[config.mk]
export PLATFORM = sky130hd
export DESIGN_NAME = periodic_timer_catch_up_unit_flat
export DESIGN_NICKNAME = d
export VERILOG_FILES = /design/src/hdl/ptcu_pkg.sv /design/src/hdl/ptcu_in_if.sv /design/src/hdl/ptcu_out_if.sv /design/src/hdl/ptcu_div.sv /design/src/hdl/periodic_timer_catch_up_unit.sv /design/src/flat_wrapper.sv
export VERILOG_INCLUDE_DIRS = /design/src /design/src/hdl
export SDC_FILE = /design/constraint.sdc
export NUM_CORES = 1
export LEC_CHECK = 0
export ABC_CLOCK_PERIOD_IN_PS = 6900
export BUFFER_PORTS_ARGS = -buffer_cell sky130_fd_sc_hd__buf_4
export CAP_MARGIN = 20
export CORE_MARGIN = 3
export CORE_UTILIZATION = 40
export DETAILED_ROUTE_END_ITERATION = 12
export GPL_TIMING_DRIVEN = 0
export PLACE_DENSITY = 0.66
export SYNTH_ARGS = -nofsm -noshare
export SYNTH_HDL_FRONTEND = slang
export SYNTH_SLANG_ARGS = --single-unit
export TNS_END_PERCENT = 100
[constraint.sdc]
create_clock -name i_clk -period 6.9 [get_ports i_clk]
set_clock_uncertainty 0.15 [all_clocks]
set_input_delay 0 -clock i_clk [delete_from_list [all_inputs] [get_ports i_clk]]
set_output_delay 0 -clock i_clk [all_outputs]
set_load 0.01 [all_outputs]
[src/hdl/periodic_timer_catch_up_unit_macros.svh]
// Assertion macros shared by the timer catch-up RTL
`ifndef PERIODIC_TIMER_CATCH_UP_UNIT_MACROS_SVH
`define PERIODIC_TIMER_CATCH_UP_UNIT_MACROS_SVH

// same-cycle implication, disabled while reset is asserted
`define PTCU_ASSERT_NOW(label, clk, rst_n, ante, cons, msg) \
    label: assert property (@(posedge clk) disable iff (!(rst_n)) (ante) |-> (cons)) \
        else $error(msg);

// next-cycle implication, disabled while reset is asserted
`define PTCU_ASSERT_NEXT(label, clk, rst_n, ante, cons, msg) \
    label: assert property (@(posedge clk) disable iff (!(rst_n)) (ante) |=> (cons)) \
        else $error(msg);

`endif

[src/hdl/ptcu_pkg.sv]
// Package: types and constants of the timer catch-up unit
`timescale 1ns / 1ps
package ptcu_pkg;

    localparam int PERIOD_W     = 32;
    localparam int OUT_W        = 32;
    localparam int NOW_W        = 32;
    localparam int KIND_W       = 2;
    localparam int TIME_W_DEF   = 32;
    localparam logic [PERIOD_W-1:0] PERIOD_RESET = 32'd1;

    typedef enum logic [KIND_W-1:0] {
        KIND_CHECK   = 2'd0,
        KIND_CYCLE   = 2'd1,
        KIND_RESTART = 2'd2
    } t_kind;

    typedef enum logic [1:0] {
        S_IDLE,
        S_ELAP,
        S_DIV,
        S_DONE
    } t_state;

    // divider status toward the sequencer
    typedef struct packed {
        logic busy;
        logic done;
    } t_div_stat;

endpackage

[src/hdl/ptcu_in_if.sv]
// Input channel interface: one timer item
`timescale 1ns / 1ps
interface ptcu_in_if;
    logic                                valid;
    logic                                ready;
    logic [ptcu_pkg::KIND_W-1:0]         kind;
    logic [ptcu_pkg::NOW_W-1:0]          now;
    logic                                regular;

    modport source (output valid, output kind, output now, output regular, input ready);
    modport sink   (input valid, input kind, input now, input regular, output ready);
endinterface

[src/hdl/ptcu_out_if.sv]
// Output channel interface: one result item
`timescale 1ns / 1ps
interface ptcu_out_if;
    logic                                valid;
    logic                                ready;
    logic                                due;
    logic [ptcu_pkg::OUT_W-1:0]          periods;

    modport source (output valid, output due, output periods, input ready);
    modport sink   (input valid, input due, input periods, output ready);
endinterface

[src/hdl/ptcu_div.sv]
// Iterative restoring divider: one quotient bit per cycle, one shared subtractor
`timescale 1ns / 1ps
module ptcu_div #(
    parameter int TIME_WIDTH = ptcu_pkg::TIME_W_DEF
) (
    input  logic                            i_clk,
    input  logic                            i_rst_n,
    input  logic                            i_start,
    input  logic [TIME_WIDTH-1:0]           i_dividend,
    input  logic [ptcu_pkg::PERIOD_W-1:0]   i_divisor,
    output logic [TIME_WIDTH-1:0]           o_quot,
    output logic [ptcu_pkg::PERIOD_W-1:0]   o_rem,
    output ptcu_pkg::t_div_stat             o_stat
);
    import ptcu_pkg::*;

    localparam int CNT_W = $clog2(TIME_WIDTH + 1);

    logic [CNT_W-1:0]       r_cnt;
    logic                   r_busy;
    logic                   r_done;
    logic [TIME_WIDTH-1:0]  r_quot;
    logic [PERIOD_W-1:0]    r_rem;

    logic [PERIOD_W:0]      shifted;
    logic [PERIOD_W+1:0]    diff;
    logic                   borrow;

    assign shifted = {r_rem, r_quot[TIME_WIDTH-1]};
    assign diff    = {1'b0, shifted} - {2'b00, i_divisor};
    assign borrow  = diff[PERIOD_W+1];

    always_ff @(posedge i_clk) begin
        if (!i_rst_n) begin
            r_busy <= 1'b0;
            r_done <= 1'b0;
            r_cnt  <= '0;
        end else begin
            r_done <= 1'b0;
            if (i_start) begin
                r_busy <= 1'b1;
                r_cnt  <= CNT_W'(TIME_WIDTH);
            end else if (r_busy) begin
                r_cnt <= r_cnt - 1'b1;
                if (r_cnt == CNT_W'(1)) begin
                    r_busy <= 1'b0;
                    r_done <= 1'b1;
                end
            end
        end
    end

    // partial remainder stays below the divisor, so 32 bits hold it
    always_ff @(posedge i_clk) begin
        if (i_start) begin
            r_rem  <= '0;
            r_quot <= i_dividend;
        end else if (r_busy) begin
            r_rem  <= borrow ? shifted[PERIOD_W-1:0] : diff[PERIOD_W-1:0];
            r_quot <= {r_quot[TIME_WIDTH-2:0], ~borrow};
        end
    end

    assign o_quot      = r_quot;
    assign o_rem       = r_rem;
    assign o_stat.busy = r_busy;
    assign o_stat.done = r_done;

`include "periodic_timer_catch_up_unit_macros.svh"

    `PTCU_ASSERT_NOW(a_no_restart_busy, i_clk, i_rst_n, i_start, !r_busy,
                     "divider restarted while busy")
    `PTCU_ASSERT_NOW(a_done_after_busy, i_clk, i_rst_n, r_done, $past(r_busy),
                     "done without a run")
    `PTCU_ASSERT_NOW(a_rem_below_div, i_clk, i_rst_n, r_done, r_rem < i_divisor,
                     "remainder not below divisor")

endmodule

[src/hdl/periodic_timer_catch_up_unit.sv]
// Interval timer with missed-period count: top level and sequencer
//
// Usage: configuration port i_cfg_we / i_cfg_wdata sets the period (a zero
// write stores 1). Input channel i_in carries kind, now and regular; output
// channel o_out returns due and periods, one result item per input item.
// An item is taken when valid and ready are both high.
// Flow: a cycle item runs the radix-2 divider, one quotient bit per cycle.
// A check item computes the elapsed time and skips the divider; restart and
// the unused kind go straight to the result. One item is in flight at a time
// and ready is high only while the sequencer is idle, so the next item can be
// taken in the cycle after the result is registered.
// The result sits in an output register, so a new item is accepted while an
// earlier result still waits; if the receiver stalls, the next item finishes
// its work and then holds until the output register frees.
// Reset (synchronous, active low): reference time 0, period 1, no result
// pending, sequencer idle.
`timescale 1ns / 1ps
module periodic_timer_catch_up_unit #(
    parameter int TIME_WIDTH = ptcu_pkg::TIME_W_DEF
) (
    input  logic                            i_clk,
    input  logic                            i_rst_n,
    input  logic                            i_cfg_we,
    input  logic [ptcu_pkg::PERIOD_W-1:0]   i_cfg_wdata,
    ptcu_in_if.sink                         i_in,
    ptcu_out_if.source                      o_out
);
    import ptcu_pkg::*;

    t_state                 r_state, n_state;
    logic [KIND_W-1:0]      r_kind, n_kind;
    logic [TIME_WIDTH-1:0]  r_now, n_now;
    logic                   r_regular, n_regular;
    logic [TIME_WIDTH-1:0]  r_elapsed, n_elapsed;
    logic [TIME_WIDTH-1:0]  r_ref, n_ref;
    logic [PERIOD_W-1:0]    r_period;
    logic                   r_ovalid, n_ovalid;
    logic                   r_due, n_due;
    logic [OUT_W-1:0]       r_periods, n_periods;

    logic                   div_start;
    logic [TIME_WIDTH-1:0]  div_quot;
    logic [PERIOD_W-1:0]    div_rem;
    t_div_stat              div_stat;

    logic [TIME_WIDTH+NOW_W-1:0]    now_ext;
    logic [TIME_WIDTH+PERIOD_W-1:0] rem_ext;
    logic [TIME_WIDTH+PERIOD_W-1:0] el_ext;
    logic [TIME_WIDTH+PERIOD_W-1:0] per_ext;
    logic [TIME_WIDTH+OUT_W-1:0]    quot_ext;
    logic                           accept;
    logic                           out_free;

    assign now_ext  = {{TIME_WIDTH{1'b0}}, i_in.now};
    assign rem_ext  = {{TIME_WIDTH{1'b0}}, div_rem};
    assign el_ext   = {{PERIOD_W{1'b0}}, r_elapsed};
    assign per_ext  = {{TIME_WIDTH{1'b0}}, r_period};
    assign quot_ext = {{OUT_W{1'b0}}, div_quot};

    assign accept   = i_in.valid && i_in.ready;
    assign out_free = !r_ovalid || o_out.ready;

    ptcu_div #(
        .TIME_WIDTH (TIME_WIDTH)
    ) u_div (
        .i_clk      (i_clk),
        .i_rst_n    (i_rst_n),
        .i_start    (div_start),
        .i_dividend (r_now - r_ref),
        .i_divisor  (r_period),
        .o_quot     (div_quot),
        .o_rem      (div_rem),
        .o_stat     (div_stat)
    );

    always_ff @(posedge i_clk) begin
        if (!i_rst_n) begin
            r_state  <= S_IDLE;
            r_ref    <= '0;
            r_period <= PERIOD_RESET;
            r_ovalid <= 1'b0;
        end else begin
            r_state  <= n_state;
            r_ref    <= n_ref;
            r_ovalid <= n_ovalid;
            if (i_cfg_we) begin
                r_period <= (i_cfg_wdata == '0) ? PERIOD_RESET : i_cfg_wdata;
            end
        end
    end

    always_ff @(posedge i_clk) begin
        r_kind    <= n_kind;
        r_now     <= n_now;
        r_regular <= n_regular;
        r_elapsed <= n_elapsed;
        r_due     <= n_due;
        r_periods <= n_periods;
    end

    always_comb begin
        n_state     = r_state;
        n_kind      = r_kind;
        n_now       = r_now;
        n_regular   = r_regular;
        n_elapsed   = r_elapsed;
        n_ref       = r_ref;
        n_due       = r_due;
        n_periods   = r_periods;
        n_ovalid    = r_ovalid && !o_out.ready;
        div_start   = 1'b0;
        i_in.ready  = 1'b0;

        case (r_state)
            S_IDLE: begin
                i_in.ready = 1'b1;
                if (accept) begin
                    n_kind    = i_in.kind;
                    n_now     = now_ext[TIME_WIDTH-1:0];
                    n_regular = i_in.regular;
                    if (i_in.kind inside {KIND_CHECK, KIND_CYCLE}) begin
                        n_state = S_ELAP;
                    end else begin
                        n_state = S_DONE;
                    end
                end
            end
            S_ELAP: begin
                n_elapsed = r_now - r_ref;
                if (r_kind == KIND_CYCLE) begin
                    div_start = 1'b1;
                    n_state   = S_DIV;
                end else begin
                    n_state = S_DONE;
                end
            end
            S_DIV: begin
                if (div_stat.done) begin
                    n_state = S_DONE;
                end
            end
            S_DONE: begin
                if (out_free) begin
                    n_ovalid  = 1'b1;
                    n_due     = 1'b0;
                    n_periods = '0;
                    n_state   = S_IDLE;
                    case (r_kind)
                        KIND_CHECK: begin
                            n_due = (el_ext >= per_ext);
                        end
                        KIND_CYCLE: begin
                            n_periods = quot_ext[OUT_W-1:0];
                            if (div_quot != '0) begin
                                n_due = 1'b1;
                                // count * period = elapsed - remainder, so the
                                // regular advance lands on now - remainder
                                n_ref = r_regular ? (r_now - rem_ext[TIME_WIDTH-1:0])
                                                  : r_now;
                            end
                        end
                        KIND_RESTART: begin
                            n_ref = r_now;
                        end
                        default: begin
                            n_ref = r_ref;
                        end
                    endcase
                end
            end
            default: begin
                n_state = S_IDLE;
            end
        endcase
    end

    assign o_out.valid   = r_ovalid;
    assign o_out.due     = r_due;
    assign o_out.periods = r_periods;

`include "periodic_timer_catch_up_unit_macros.svh"

    `PTCU_ASSERT_NEXT(a_busy_after_accept, i_clk, i_rst_n, accept, !i_in.ready,
                      "ready high after accept")
    `PTCU_ASSERT_NOW(a_period_nonzero, i_clk, i_rst_n, 1'b1, r_period != '0,
                     "period is zero")
    `PTCU_ASSERT_NOW(a_div_done_in_div, i_clk, i_rst_n, div_stat.done,
                     r_state == S_DIV, "divider done outside wait")
    `PTCU_ASSERT_NEXT(a_done_emits, i_clk, i_rst_n, r_state == S_DONE && out_free,
                      r_ovalid && r_state == S_IDLE, "finished item not emitted")

endmodule

[src/flat_wrapper.sv]
// flat-port wrapper written by rule: the top's interface ports become plain ports
module periodic_timer_catch_up_unit_flat import ptcu_pkg::*;
#(
    parameter int TIME_WIDTH = ptcu_pkg::TIME_W_DEF
)
  (i_clk, i_rst_n, i_cfg_we, i_cfg_wdata, i_in_valid, i_in_kind, i_in_now, i_in_regular, i_in_ready, o_out_valid, o_out_due, o_out_periods, o_out_ready);
  ptcu_in_if i_in_i ();
  ptcu_out_if o_out_i ();
  input  logic i_clk;
  input  logic i_rst_n;
  input  logic i_cfg_we;
  input  logic [ptcu_pkg::PERIOD_W-1:0] i_cfg_wdata;
  input wire logic [$bits(i_in_i.valid)-1:0] i_in_valid;
  input wire logic [$bits(i_in_i.kind)-1:0] i_in_kind;
  input wire logic [$bits(i_in_i.now)-1:0] i_in_now;
  input wire logic [$bits(i_in_i.regular)-1:0] i_in_regular;
  output wire logic [$bits(i_in_i.ready)-1:0] i_in_ready;
  output wire logic [$bits(o_out_i.valid)-1:0] o_out_valid;
  output wire logic [$bits(o_out_i.due)-1:0] o_out_due;
  output wire logic [$bits(o_out_i.periods)-1:0] o_out_periods;
  input wire logic [$bits(o_out_i.ready)-1:0] o_out_ready;
  assign i_in_i.valid = i_in_valid;
  assign i_in_i.kind = i_in_kind;
  assign i_in_i.now = i_in_now;
  assign i_in_i.regular = i_in_regular;
  assign i_in_ready = i_in_i.ready;
  assign o_out_valid = o_out_i.valid;
  assign o_out_due = o_out_i.due;
  assign o_out_periods = o_out_i.periods;
  assign o_out_i.ready = o_out_ready;
  periodic_timer_catch_up_unit #(.TIME_WIDTH(TIME_WIDTH)) u_core (.i_clk(i_clk), .i_rst_n(i_rst_n), .i_cfg_we(i_cfg_we), .i_cfg_wdata(i_cfg_wdata), .i_in(i_in_i), .o_out(o_out_i));
endmodule
# [Word level (Yosys, flattened, before mapping)]
# Index checks and enable logic that the tools add are counted.
[word_totals] ff_bits=239 inputBits=72 output_inout_bits=35 elab_cells=80
[op_classes] add_sub_neg=4 n_lt_le_gt_ge=1 eq_ne=11 n_mux=26 n_bitwise=3 reduce_logical=19
[op_table] operator="$mux W32" n=6
[op_table] operator="$pmux W32 S2" n=1
[op_table] operator="$sub A32 B32 Y32" n=2
[op_table] operator="$sub A33 B32 Y34" n=1
[op_table] operator="$ge A32 B32 Y1" n=1
[op_table] operator="$logic_not A32 Y1" n=1
[op_table] operator="$reduce_bool A32 Y1" n=1
[op_table] operator="$mux W6" n=2
[op_table] operator="$mux W1" n=11
[op_table] operator="$mux W2" n=4
[op_table] operator="$pmux W2 S4" n=1
[op_table] operator="$eq A2 B1 Y1 const B" n=3
[op_table] operator="$eq A2 B2 Y1 const B" n=3
[op_table] operator="$eq A6 B1 Y1 const B" n=1
[op_table] operator="$logic_not A2 Y1" n=3
[op_table] operator="$reduce_bool A2 Y1" n=3
[op_table] operator="$sub A6 B1 Y6 const B" n=1
[op_table] operator="$ne A2 B1 Y1 const B" n=2
[op_table] operator="$ne A2 B2 Y1 const B" n=2
[op_table] operator="$reduce_and A2 Y1" n=2
[op_table] operator="$reduce_and A4 Y1" n=1
[op_table] operator="$not A1 Y1" n=3
[op_table] operator="$reduce_and A3 Y1" n=1
[op_table] operator="$reduce_or A3 Y1" n=1
[op_table] operator="5 further kinds" n=7

# [Longest topological paths before layout]
[depth] ltp_word=5 ltp_mapped=14

# [By module]
# A second synthesis with hierarchy kept.
[unflattened] hier_cells=1721 hier_area_um2=15832.7
[modules_own_cells] mod="periodic_timer_catch_up_unit" instances=1 cells_each=1172 area_per_inst_um2=10830.4 seq_area_each_um2=4344.2
[modules_own_cells] mod="ptcu_div" instances=1 cells_each=549 area_per_inst_um2=5002.3 seq_area_each_um2=1761.7

# [Least setup slack after synthesis]
# No wires, ideal clock.
[synth_timing] kind="register -> register" startpoint="register u_core.r_state[0]" endpoint="register u_core.r_ref[0]" setup_ps=128 t_arrival_ps=3392 path_slack_ps=3230 path_stages_with_launch=7 n_path_buf=1 synth_period_minus_slack_ps=3670 path_cell_list="dfxtp_1 > ha_1 > nor2b_1 > nor3b_1 > clkbuf_1 > mux2i_1 > nor2_1"
[synth_via] elab_chain_len=2
[synth_rtl] element="from (decl)" line="periodic_timer_catch_up_unit.sv:30" rtl="t_state r_state, n_state;"
[synth_rtl] element="from (signal assigned)" line="periodic_timer_catch_up_unit.sv:83" rtl="r_state <= n_state;"
[synth_rtl] element="$eq A2 B2 Y1" line="periodic_timer_catch_up_unit.sv:114" rtl="case (r_state)"
[synth_rtl] element="$reduce_and A4 Y1 (no source line)"
[synth_rtl] element="to (signal assigned)" line="periodic_timer_catch_up_unit.sv:84" rtl="r_ref <= n_ref;"
[synth_rtl] element="to (decl)" line="periodic_timer_catch_up_unit.sv:35" rtl="logic [TIME_WIDTH-1:0] r_ref, n_ref;"
# No other way between the ends.
# A chain may end at the register's enable or synchronous reset.

# [Final worst setup path]
[layout_timing] startpoint="register u_core.r_period[1]" endpoint="register u_core.u_div.r_quot[0], in the netlist u_core.u_div.o_quot[0], data pin"
[layout_via] elab_chain_len=4
[layout_rtl] element="from (decl)" line="periodic_timer_catch_up_unit.sv:36" rtl="logic [PERIOD_W-1:0] r_period;"
[layout_rtl] element="from (signal assigned)" line="periodic_timer_catch_up_unit.sv:87" rtl="r_period <= (i_cfg_wdata == '0) ? PERIOD_RESET : i_cfg_wdata;"
[layout_rtl] element="$sub A33 B32 Y34" line="ptcu_div.sv:30" rtl="assign diff = {1'b0, shifted} - {2'b00, i_divisor};"
[layout_rtl] element="$not A1 Y1" line="ptcu_div.sv:60" rtl="r_quot <= {r_quot[TIME_WIDTH-2:0], ~borrow};"
[layout_rtl] element="$mux W32" line="ptcu_div.sv:58" rtl="end else if (r_busy) begin"
[layout_rtl] element="$mux W32" line="ptcu_div.sv:55" rtl="if (i_start) begin"
[layout_rtl] element="to (signal assigned)" line="ptcu_div.sv:57" rtl="r_quot <= i_dividend;"
[layout_rtl] element="to (signal assigned)" line="ptcu_div.sv:60"
[layout_rtl] element="to (decl)" line="ptcu_div.sv:22" rtl="logic [TIME_WIDTH-1:0] r_quot;"
# No other way between the ends. The select of a mux whose other input is x is not followed.

==> run summary <==
The analysis attributes to cell leakage a power of 7.43 nW. The delay contributed by the slowest stage of the critical path works out to 610 ps. Including well taps, the total number of placed cells is 2229. The via count of the first global-routing pass was 12700. The total half-perimeter wirelength after legalization and detailed placement was 36100 um; the post-CTS setup buffer count was 0. The ratio of cells with drive above 1 in the final layout works out to 0.104. The worst setup path is launched from a flop. TritonCTS built the clock tree. The area of the multi-input gates is 8250 sq um.

The largest net degree at the start of global routing was 37. The number of cells in the finished layout apart from fillers is 2385. The final hold violation count is 0, and the number of fill cells is 3398.

During placement, the flow inserted port buffers numbering 105. The remaining antenna violation count is 0, and the average wire per cell in the routed design is 19.8 um. The logs give 1 for the depth of the CTS H-tree and 18500 sq um for the final non-filler cell area. Kind of path behind the tightest hold check: input pin to flop. The flow ran to the end, and the final reports show no timing, DRC or antenna violations.

IR analysis of the VDD net gives a maximum drop of 0.240 mV. Traced cell by cell, the critical path runs through inv_1 > ha_1 > nor2b_1 > o31a_1 > o211ai_2 > a211oi_1 > nor4b_2 > o31ai_1 > a21oi_1 > clkbuf_1 > mux2i_1. Data on the critical path is required at its endpoint by 7040 ps. The tools report the routability-driven placement congestion ratio as 0.943.

The flip-flop and latch count after synthesis is 239. The total overflow left after global routing is 0. The clock passes through at most 3 buffers. The setup path with the least slack is of type flop to flop. The clock drives 239 sinks. The worst slew slack as a fraction of its limit was 0.207.

The sequential cell area came out at 6110 sq um. The post-route fraction of the period consumed by the critical path came out at 0.608. For the number of distinct library cells after synthesis, the log shows 74. By area the synthesized netlist is led by edfxtp_1 (26%), dfxtp_1 (14%), ha_1 (11%), a21oi_1 (4.1%), mux2i_1 (3.9%). The logs give 0.500 for the final core utilization and 2700 ps for the worst-case setup margin in the final layout.

The tools report the number of endpoints failing setup at the final stage as 0. The run gives 0 as the final number of max-transition violations. The commonest register cell after synthesis is edfxtp_1.

The data arrival time of the worst path was 4330 ps; the clock-pin slew on the worst setup and hold paths was 60 ps. The number of nets in the synthesized netlist is 1825, and the number of primary I/O pins is 107. The achievable frequency was 238 MHz. The initial cell density of the core was 0.408; the worst hold-check slack was 20.0 ps. The clock period minus worst slack is 4200 ps, and the count of flip-flops with a built-in enable after synthesis is 132.

The detail-routed via count per cell was 5.50. For the area of the die, the log shows 40000 sq um. In this run the worst path has a maximum fanout of 10.

In this run the horizontal extent of the chip is 200 um. The fraction of post-synthesis cell area in the top cell type by area works out to 0.264. Capturing element type of the critical path: a flop.

The tools report the Yosys warning count as 0. The worst-case setup slack after placement was 2760 ps. The number of nets in the final layout is 2066. The largest total area in the synthesized netlist belongs to edfxtp_1.

Share of flip-flops with an asynchronous set or reset: 0. CTS placed an instance of clkbuf_16 at the clock tree root. The logs give 47200 um for the total wire length after detailed routing and 28 for the number of clock buffers inserted by TritonCTS. Clock latency on the worst-skew pair, taken at its later pin, is 570 ps.

The first detailed-routing pass ran for 5 iterations. The floorplan has 70 rows. The synthesized netlist occupies a cell area of 15000 sq um. The vertical die dimension is 200 um. The instance area at placement was 16500 sq um; the number of antenna violations at the first check in global routing was 0. Area added between synthesis and finish: 22.7%. The synthesized area per cell is 9.29 sq um, and the first-pass GRT wire length is 72100 um. The number of DRC violations after detailed-routing iteration 0 came out at 1058. The run gives 36900 sq um as the core region area. The overall track demand over capacity in global routing was 0.234; the count of max-cap constraint violations was 0. Setup repair after global routing left no endpoint under its margin.

The final routed DRC violation total was 0. Power after layout: 8.04 mW. Power spread over the standard cell area amounts to 436 nW/um^2. The standard cell with the maximum stage delay on the critical path was a21oi_1.

The final route contains 13100 vias. The tools report the total inserted antenna cells as 0. Synthesis produced 1618 cells. The sequential cell area fraction in the yosys report was 0.406. The accumulated negative setup slack was 0 ps. Slew at the pin closest to its max-slew limit: 1190 ps.
-- state kept, by name, summed over array words and instances (netlist names) --
name and flops:
u_core.o_out.periods 32, u_core.r_elapsed 32, u_core.r_now 32, u_core.r_period 32, u_core.r_ref 32, u_core.u_div.o_quot 32, u_core.u_div.o_rem 32, u_core.u_div.r_cnt 6
u_core.r_kind 2, u_core.r_state 2, u_core.o_out.due 1, u_core.o_out.valid 1, u_core.r_regular 1, u_core.u_div.r_busy 1, u_core.u_div.r_done 1
-- report_power, final --
part / internal, mW / leakage (nW) / switching (mW)
sequential: 1.93 / 2.11 / 0.289
combinational: 1.75 / 4.88 / 2.59
clock: 0.854 / 0.439 / 0.624
-- area by class of cell --
type | count | area share
inverter | 127 | 0.0258
tap | 504 | 0.0342
clock buffer | 36 | 0.0413
multi-input combinational | 1194 | 0.447
sequential | 239 | 0.331
buffer | 58 | 0.0120
timing repair buffer | 211 | 0.101
clock inverter | 16 | 0.00780
-- Yosys cell counts, drive strengths merged (53+ instances only) --
cell type and n:
ha 132, a21oi 124, clkbuf 53, mux2i 58, dfxtp 107, o21ai 104
inv 127, nor2 112, xnor2 53, edfxtp 132, nand2 151
-- logic make-up (layout without fill, tap and decap cells) --
family / count (synthesis) / after routing / synth area share
adders and majority gates: 135 / 135 / 0.114
AOI/OAI and AO/OA: 427 / 427 / 0.182
xor gates and xnor gates: 77 / 77 / 0.0449
muxes: 78 / 78 / 0.0536
buffers and inverters: 185 / 448 / 0.0464
and+or+nand+nor: 477 / 477 / 0.153
DFF: 239 / 239 / 0.406
-- metal layers --
layer	vias up	track usage	part of all wire
li1	6320	-	-
met1	6248	0.320	0.44
met2	457	0.388	0.46
met3	86	0.0305	0.067
met4	0	0.0747	0.034
met5	-	0	0
-- placed cells by master, fill, tap and decap left out, drive strengths merged, types with 58 or more instances in the layout --
cell / count
inv: 128
edfxtp: 132
buf: 112
dfxtp: 107
clkbuf: 90
nor2: 112
dlygate4sd3: 103
a21oi: 124
mux2i: 58
ha: 132
o21ai: 104
nand2: 151
-- path summary, 6_finish.rpt --
path                        from                     end  slack (ps)  depth (start not counted)
max           u_core.r_period[1]  u_core.u_div.o_quot[0]        2700                         11
min                 i_in_now[11]        u_core.r_now[11]          20                          2
min reg2reg  u_core.r_period[25]     u_core.r_period[25]         340                          2
max reg2reg   u_core.r_period[1]  u_core.u_div.o_quot[0]        2700                         11
-- critical path: cells and delay by family (launching register included) --
family	cells	cell delay, ps
AO/OA/AOI/OAI	5	1520
buffers and inverters	2	640
flip-flops	1	460
multiplexers	1	200
AND/OR/NAND/NOR	2	640
adder cells (fa/ha/maj)	1	290
-- repair_timing --
action / 4_1_cts / 5_1_grt
resized for setup: 0 / 0
hold endpoints to repair: 96 / 0
hold buffers: 103 / 0
Power figures use the tool's default switching activity.
